--- config.mk ---
export PLATFORM = sky130hd
export DESIGN_NAME = qbp_t_div
export DESIGN_NICKNAME = d
export VERILOG_FILES = /design/src/sv/qbp_pkg.sv /design/src/sv/qbp_t_div.sv
export SDC_FILE = /design/constraint.sdc
export NUM_CORES = 2
export LEC_CHECK = 0
export BUFFER_PORTS_ARGS = -buffer_cell sky130_fd_sc_hd__buf_2
export CORE_MARGIN = 2
export CORE_UTILIZATION = 25
export CTS_CLUSTER_DIAMETER = 120
export DETAILED_ROUTE_END_ITERATION = 8
export PLACE_DENSITY = 0.52
export SYNTH_ARGS = -nofsm -noshare
export SYNTH_HDL_FRONTEND = slang
export SYNTH_SLANG_ARGS = --single-unit
--- constraint.sdc ---
create_clock -name aclk -period 9.8 [get_ports aclk]
set_clock_uncertainty 0.1 [all_clocks]
set_input_delay 0.98 -clock aclk [delete_from_list [all_inputs] [get_ports aclk]]
set_output_delay 0.98 -clock aclk [all_outputs]
set_load 0.01 [all_outputs]
--- src/sv/qbp_pkg.sv ---
// shared types and constants for the quadratic bezier point unit
package qbp_pkg;

    localparam int unsigned COORD_W     = 32;
    localparam int unsigned CNT_W       = 16;
    localparam int unsigned AXES        = 3;
    localparam int unsigned T_FRAC_BITS = 16;
    // restoring divide steps per pipeline stage
    localparam int unsigned DIV_STEPS   = 4;

    localparam logic [COORD_W-1:0] COORD_MAX = {1'b0, {(COORD_W-1){1'b1}}};
    localparam logic [COORD_W-1:0] COORD_MIN = {1'b1, {(COORD_W-1){1'b0}}};

    // index 0 = x, 1 = y, 2 = z
    typedef logic [AXES-1:0][COORD_W-1:0] qbp_vec_t;

    typedef struct packed {
        qbp_vec_t s;
        qbp_vec_t c;
        qbp_vec_t e;
    } qbp_pts_t;

endpackage

--- src/sv/qbp_t_div.sv ---
// pipelined restoring divider forming t = index / count as an unsigned fraction
module qbp_t_div #(
    parameter int unsigned T_FRAC_BITS = qbp_pkg::T_FRAC_BITS
) (
    input  logic                         aclk,
    input  logic                         aresetn,
    input  logic                         in_valid,
    output logic                         in_ready,
    input  qbp_pkg::qbp_pts_t            in_pts,
    input  logic                         in_err,
    input  logic                         in_qint,
    input  logic [qbp_pkg::CNT_W-1:0]    in_rem,
    input  logic [qbp_pkg::CNT_W-1:0]    in_cnt,
    output logic                         out_valid,
    input  logic                         out_ready,
    output qbp_pkg::qbp_pts_t            out_pts,
    output logic                         out_err,
    output logic [T_FRAC_BITS:0]         out_t
);

    localparam int unsigned CW = qbp_pkg::CNT_W;
    localparam int unsigned TW = T_FRAC_BITS + 1;
    localparam int unsigned NS = (T_FRAC_BITS + qbp_pkg::DIV_STEPS - 1) / qbp_pkg::DIV_STEPS;

    logic [NS:0]        en;
    logic               valid_reg [NS];
    logic [CW-1:0]      rem_reg   [NS];
    logic [CW-1:0]      cnt_reg   [NS];
    logic [TW-1:0]      q_reg     [NS];
    logic               err_reg   [NS];
    qbp_pkg::qbp_pts_t  pts_reg   [NS];

    logic               src_v     [NS];
    logic [CW-1:0]      src_rem   [NS];
    logic [CW-1:0]      src_cnt   [NS];
    logic [TW-1:0]      src_q     [NS];
    logic               src_err   [NS];
    qbp_pkg::qbp_pts_t  src_pts   [NS];

    logic [CW-1:0]      rem_next  [NS];
    logic [TW-1:0]      q_next    [NS];

    // a stage loads when it is empty or its content moves on
    always_comb begin
        en[NS] = out_ready;
        for (int s = NS - 1; s >= 0; s--) begin
            en[s] = !valid_reg[s] || en[s+1];
        end
    end

    always_comb begin
        src_v[0]   = in_valid;
        src_rem[0] = in_rem;
        src_cnt[0] = in_cnt;
        src_q[0]   = {{T_FRAC_BITS{1'b0}}, in_qint};
        src_err[0] = in_err;
        src_pts[0] = in_pts;
        for (int s = 1; s < NS; s++) begin
            src_v[s]   = valid_reg[s-1];
            src_rem[s] = rem_reg[s-1];
            src_cnt[s] = cnt_reg[s-1];
            src_q[s]   = q_reg[s-1];
            src_err[s] = err_reg[s-1];
            src_pts[s] = pts_reg[s-1];
        end
    end

    // each stage retires up to DIV_STEPS quotient bits
    always_comb begin
        logic [CW:0]   r2;
        logic [CW-1:0] r;
        logic [TW-1:0] q;
        logic          b;
        for (int s = 0; s < NS; s++) begin
            r = src_rem[s];
            q = src_q[s];
            for (int j = 0; j < qbp_pkg::DIV_STEPS; j++) begin
                if (s * qbp_pkg::DIV_STEPS + j < T_FRAC_BITS) begin
                    r2 = {r, 1'b0};
                    b  = (r2 >= {1'b0, src_cnt[s]});
                    if (b) begin
                        r2 = r2 - {1'b0, src_cnt[s]};
                    end
                    r = r2[CW-1:0];
                    q = {q[TW-2:0], b};
                end
            end
            rem_next[s] = r;
            q_next[s]   = q;
        end
    end

    always_ff @(posedge aclk) begin
        if (!aresetn) begin
            for (int s = 0; s < NS; s++) begin
                valid_reg[s] <= 1'b0;
            end
        end else begin
            for (int s = 0; s < NS; s++) begin
                if (en[s]) begin
                    valid_reg[s] <= src_v[s];
                end
            end
        end
    end

    always_ff @(posedge aclk) begin
        for (int s = 0; s < NS; s++) begin
            if (en[s]) begin
                rem_reg[s] <= rem_next[s];
                cnt_reg[s] <= src_cnt[s];
                q_reg[s]   <= q_next[s];
                err_reg[s] <= src_err[s];
                pts_reg[s] <= src_pts[s];
            end
        end
    end

    assign in_ready  = en[0];
    assign out_valid = valid_reg[NS-1];
    assign out_pts   = pts_reg[NS-1];
    assign out_err   = err_reg[NS-1];
    assign out_t     = q_reg[NS-1];

endmodule

### After elaboration in Yosys (flattened, before gate mapping)

Memory sizes are Yosys's and may differ from the RTL's.
Cells that the tools add are included.

| operators by class | value |
|---|---|
| add/sub/neg operators | 16 |
| order comparisons | 16 |
| muxes and demuxes | 37 |
| bitwise gates (word level) | 4 |
| reduce and logical (&&, ||, !) cells | 8 |

Operators by type and width:

| operator | number |
|---|---|
| 17-bit by 16-bit >= comparator with 1-bit output | 16 |
| 16-bit 2-to-1 mux | 16 |
| 16-bit subtractor | 16 |
| 1-bit 2-to-1 mux | 21 |
| 1-bit zero test | 4 |
| 1-bit logical OR | 4 |
| 1-bit bitwise OR | 4 |

| storage, ports and cells | value |
|---|---|
| flip-flop bits (word level) | 0 |
| memory bits (writable) | 1,356 |
| input port bits | 326 |
| output and inout bits | 308 |
| word-level logic and storage cells | 87 |
| memories kept | 6 |

Memory list:

| name | depth | bits a word | read ports | clocked after memory_dff | write ports | RTL line | text |
|---|---|---|---|---|---|---|---|
| pts_reg | 4 | 288 | 4 | 0 | 4 | qbp_t_div.sv:31 | `qbp_pkg::qbp_pts_t pts_reg [NS];` |
| q_reg | 4 | 17 | 4 | 0 | 4 | qbp_t_div.sv:29 | `logic [TW-1:0] q_reg [NS];` |
| cnt_reg | 4 | 16 | 3 | 0 | 4 | qbp_t_div.sv:28 | `logic [CW-1:0] cnt_reg [NS];` |
| rem_reg | 4 | 16 | 3 | 0 | 4 | qbp_t_div.sv:27 | `logic [CW-1:0] rem_reg [NS];` |
| err_reg | 4 | 1 | 4 | 0 | 4 | qbp_t_div.sv:30 | `logic err_reg [NS];` |
| valid_reg | 4 | 1 | 4 | 0 | 4 | qbp_t_div.sv:26 | `logic valid_reg [NS];` |

### Logic depth before layout (Yosys ltp)

An unclocked memory read counts as a cell.

| depth | value |
|---|---|
| depth after elaboration | 10 |
| mapped depth | 47 |
| depth with buffers taken out | 42 |

### Worst setup path after synthesis

Ideal clock, no wire load.

| timing path | value |
|---|---|
| path kind | register -> register |
| start | memory cnt_reg[1][1] (netlist bit) |
| end | memory rem_reg[2][10] (netlist bit) (data pin) |
| setup time | 0.260 ns |
| arrival | 10.049 ns |
| data required time | 9.440 ns |
| slack | -0.609 ns |
| stages on the path, launching flop included | 44 |
| buffers on the path | 5 |
| clock period less this slack | 10.409 ns |
| cell sequence | edfxtp_1 > inv_1 > ha_1 > nor2b_1 > o31ai_1 > a211o_1 > nand4b_1 > nand2_1 > clkbuf_1 > clkbuf_1 > nor2_1 > ha_1 > nor2b_1 > o31a_1 > o21ai_0 > nand4_1 > nand2_1 > a21o_1 > [8 not listed] > nand3b_1 > a21oi_1 > and2_1 > a21oi_2 > buf_2 > mux2_2 > ha_1 > or4_1 > o21ai_0 > a211oi_1 > o21ba_2 > o211a_1 > o21ai_0 > nand2b_1 > a221oi_1 > o211ai_2 > buf_2 > mux2_2 |

RTL lines:

| element | RTL line |
|---|---|
| from (decl) | qbp_t_div.sv:28 |
| to (decl) | qbp_t_div.sv:27 |

==> metrics.txt <==
# TYPE chip_impl_metric gauge
chip_impl_info{name="status",value="finished clean"} 1
chip_impl_metric{name="final.min_clock_period",unit="ps"} 9574
chip_impl_metric{name="cts_buffers",unit=""} 147
chip_impl_info{name="synth.largest_area_cell",value="sky130_fd_sc_hd__edfxtp_1"} 1
chip_impl_info{name="netlist_top_cells_area",value="sky130_fd_sc_hd__edfxtp_1 (73%), sky130_fd_sc_hd__ha_1 (5.7%), sky130_fd_sc_hd__mux2_2 (2.8%), sky130_fd_sc_hd__xnor2_1 (1.9%), sky130_fd_sc_hd__a21oi_1 (1.5%)"} 1
chip_impl_metric{name="synth_edf_count",unit=""} 1297
chip_impl_metric{name="globalRouteMet1Util",unit="%"} 16.14
chip_impl_metric{name="worst-slew-pin-transition",unit="ps"} 1032
chip_impl_metric{name="clock_tree.buffer_depth",unit=""} 3
chip_impl_metric{name="max_freq",unit="MHz"} 104.5
chip_impl_metric{name="ratio_of_cells_with_drive_above_1_in_the_final_layout",unit="%"} 36.56
chip_impl_metric{name="synthDistinctLibCells",unit=""} 88
chip_impl_info{name="cts_tree",value="yes"} 1
chip_impl_metric{name="synth-simple-area-share",unit="%"} 5.284
chip_impl_metric{name="io_buffer_count",unit=""} 633
chip_impl_metric{name="fraction_of_registers_with_async_set_or_reset_after_synthesis",unit="%"} 0
chip_impl_metric{name="route.detailed.vias_per_inst",unit=""} 4.298
chip_impl_metric{name="path_depth",unit=""} 44
chip_impl_metric{name="worst_path_largest_cell_delay",unit="ps"} 510
chip_impl_metric{name="timing.final.hold_violations",unit=""} 0
chip_impl_info{name="main_combinational_cell_family_by_area_after_synthesis",value="compound AO/OA/AOI/OAI gates"} 1
chip_impl_metric{name="synth_adder_area_share",unit="%"} 5.891
chip_impl_metric{name="routed-via-count",unit=""} 32290
chip_impl_metric{name="ctsHoldBuffers",unit=""} 0
chip_impl_metric{name="netlist_area_before_placement",unit="mm²"} 0.05319
chip_impl_metric{name="gr-usage-all-layers",unit="%"} 13.44
chip_impl_metric{name="grt.overflow.total",unit=""} 0
chip_impl_metric{name="largest_net_degree_at_the_start_of_global_routing",unit=""} 151
chip_impl_metric{name="synthDominantCellAreaShare",unit="%"} 73.23
chip_impl_metric{name="post_drt_wl_per_cell",unit="µm"} 20.03
chip_impl_metric{name="timing.critical_path.arrival",unit="ps"} 9990
chip_impl_metric{name="die_outline_height",unit="µm"} 465.2
chip_impl_metric{name="postSynthAreaPerCell",unit="µm²"} 16.44
chip_impl_info{name="worst_min_path_class",value="in -> reg"} 1
chip_impl_info{name="crit_slowest_cell",value="sky130_fd_sc_hd__or4_4"} 1
chip_impl_metric{name="gp_congestion",unit=""} 0.9029
chip_impl_metric{name="max_slew_margin",unit="%"} 31.18
chip_impl_metric{name="synth-seq-cells",unit=""} 1300
chip_impl_info{name="clock-root-buffer",value="sky130_fd_sc_hd__clkbuf_16"} 1
chip_impl_metric{name="grt.met2_usage",unit="%"} 22.84
chip_impl_metric{name="cts.htree.levels",unit=""} 4
chip_impl_info{name="cp-startpoint",value="rem_reg[0][0]"} 1
chip_impl_metric{name="drt_iter0_markers",unit=""} 2170
chip_impl_metric{name="timing.final.max_slew_violations",unit=""} 0
chip_impl_info{name="mostFrequentLayoutCells",value="sky130_fd_sc_hd__edfxtp_1 (1297), sky130_fd_sc_hd__buf_2 (633), sky130_fd_sc_hd__buf_4 (551), sky130_fd_sc_hd__ha_1 (222), sky130_fd_sc_hd__clkbuf_16 (150)"} 1
chip_impl_metric{name="final.hold.worst_slack",unit="ps"} 228.6
chip_impl_metric{name="coreArea",unit="mm²"} 0.2119
chip_impl_metric{name="clk_pin_slew_worst_paths",unit="ps"} 60
chip_impl_metric{name="synth.mux.area_fraction",unit="%"} 3.442
chip_impl_metric{name="data_required_time_of_the_critical_path",unit="ps"} 10220
chip_impl_metric{name="wire_length_of_the_first_global_routing_pass",unit="µm"} 215500
chip_impl_metric{name="m3_gr_usage",unit="%"} 3.392
chip_impl_info{name="synthFlopType",value="sky130_fd_sc_hd__edfxtp_1"} 1
chip_impl_metric{name="clk-insertion-delay-late",unit="ps"} 820
chip_impl_metric{name="synth.yosys.seq_area_share",unit="%"} 73.34
chip_impl_metric{name="nNetsFinal",unit=""} 5129
chip_impl_metric{name="syn_to_final_growth",unit="%"} 31.60
chip_impl_metric{name="clkSinkCount",unit=""} 1300
chip_impl_info{name="startpoint_type",value="flop"} 1
chip_impl_metric{name="final_antenna_net_count",unit=""} 0
chip_impl_metric{name="synth_xor_area_share",unit="%"} 3.046
chip_impl_metric{name="final_min_period_over_clock_period",unit="%"} 97.69
chip_impl_metric{name="maxCapViolCount",unit=""} 0
chip_impl_info{name="timing.critical_path.max_delay_family",value="compound AO/OA/AOI/OAI gates"} 1
chip_impl_info{name="critical_path.endpoint_type",value="flop"} 1
chip_impl_metric{name="length_of_the_first_detailed_routing_pass_in_iterations",unit=""} 7
chip_impl_metric{name="synth_fp_nets",unit=""} 3809
chip_impl_metric{name="largest_reg_flops",unit=""} 1152
chip_impl_info{name="r2r-end",value="rem_reg[1][14]"} 1
chip_impl_metric{name="netlist_instances",unit=""} 3235
chip_impl_metric{name="die_w",unit="µm"} 465.2
chip_impl_info{name="worst_setup_path_endpoint",value="rem_reg[1][14]"} 1
chip_impl_metric{name="core_rows",unit=""} 169
chip_impl_metric{name="reg2reg_setup_slack",unit="ps"} 230
chip_impl_metric{name="antenna_found_initial",unit=""} 35
chip_impl_metric{name="grt_pass1_vias",unit=""} 32560
chip_impl_metric{name="critPathBufInv",unit=""} 11
chip_impl_metric{name="ys_warn_count",unit=""} 0
chip_impl_metric{name="drt_drc_violations_left",unit=""} 0
chip_impl_metric{name="dieArea",unit="mm²"} 0.2164
chip_impl_metric{name="dpl.hpwl",unit="µm"} 112400
chip_impl_metric{name="detail_route.wirelength",unit="µm"} 150500
chip_impl_info{name="reg2reg_from",value="rem_reg[0][0]"} 1
chip_impl_metric{name="synth_compound_gate_area_share",unit="%"} 7.737
chip_impl_metric{name="floorplan.initialDensity",unit="%"} 25.10
chip_impl_metric{name="crit_path_max_fanout",unit=""} 8
chip_impl_info{name="critical_path_class",value="reg -> reg"} 1
chip_impl_info{name="top_usage_layer",value="met2"} 1
chip_impl_metric{name="r2r.worst_path.cells",unit=""} 44
chip_impl_info{name="leading_cell_type_in_the_layout_fill_and_taps_excluded",value="sky130_fd_sc_hd__edfxtp_1"} 1
chip_impl_metric{name="num_io_pins",unit=""} 634
chip_impl_metric{name="finalSetupViolations",unit=""} 0
## layout make-up
type	instances	area (µm²)
fill	20870	141900
sequential	1300	39010
multi-input combinational	1770	14320
timing repair buffer	1205	7674
clock buffer	175	3784
tap	2821	3530
clock inverter	91	1110
inverter	131	516.7
antenna	21	52.55
## routing by layer
| metal | routed length [µm] | up-vias |
|---|---|---|
| li1 | - | 15250 |
| met1 | 62070 | 15850 |
| met2 | 73050 | 911 |
| met3 | 8976 | 272 |
| met4 | 6330 | 14 |
| met5 | 92 | - |
## through the flow
stage / cell area [µm²] / worst slack (ps) / setup TNS [ps] / utilization, % / cells
final: 69990 / 226.1 / 0 / 33.03 / 7514
after global routing: 69980 / -101.3 / -1130 / 33.03 / 7510
after CTS: 68860 / 2.570 / 0 / 32.50 / 7454
after detailed placement: 63880 / -229.7 / -8201 / 30.15 / 7185
after global placement: 63880 / -201.5 / -4830 / 30.15 / 7185
after floorplan: 53240 / 35.06 / 0 / - / 3235
## cells in the mapped netlist (all sizes together) (30+ instances only)
| cell | n |
|---|---|
| a21oi | 161 |
| inv | 130 |
| ha | 244 |
| mux2 | 142 |
| nand2b | 30 |
| xnor2 | 114 |
| nor2b | 34 |
| nor3 | 43 |
| o21bai | 32 |
| nand2 | 127 |
| nand3 | 51 |
| nor2 | 147 |
| a21o | 85 |
| o21ai | 108 |
| nand4 | 32 |
| edfxtp | 1297 |
| xor2 | 71 |
| o21a | 48 |
## logic make-up after synthesis
family / after synthesis
muxes: 164
DFF: 1300
xor gates and xnor gates: 185
AOI/OAI and AO/OA: 609
buffers and inverters: 165
and+or+nand+nor: 564
adders and majority gates: 248
## how the worst min path moves through the flow
stage,from,endpoint,slack [ps],depth (start not counted)
floorplan,err_reg[0],err_reg[1],300,0
global placement,pts_reg[1][10],pts_reg[2][10],300,0
detailed placement,err_reg[0],err_reg[1],300,0
CTS,in_pts[26],pts_reg[0][26],130,1
global route,in_pts[103],pts_reg[0][103],150,1
finish,in_pts[26],pts_reg[0][26],230,1
## repair_timing
action	4_1_cts	5_1_grt
gates cloned	0	4
endpoints found under the setup margin	34	35
gates resized for setup	20	149
pin swaps	4	46
buffers inserted	3	35
Power is left out: the tool's default activity adds up to more than one toggle a clock period on the data nets, which glitch-free logic cannot reach.
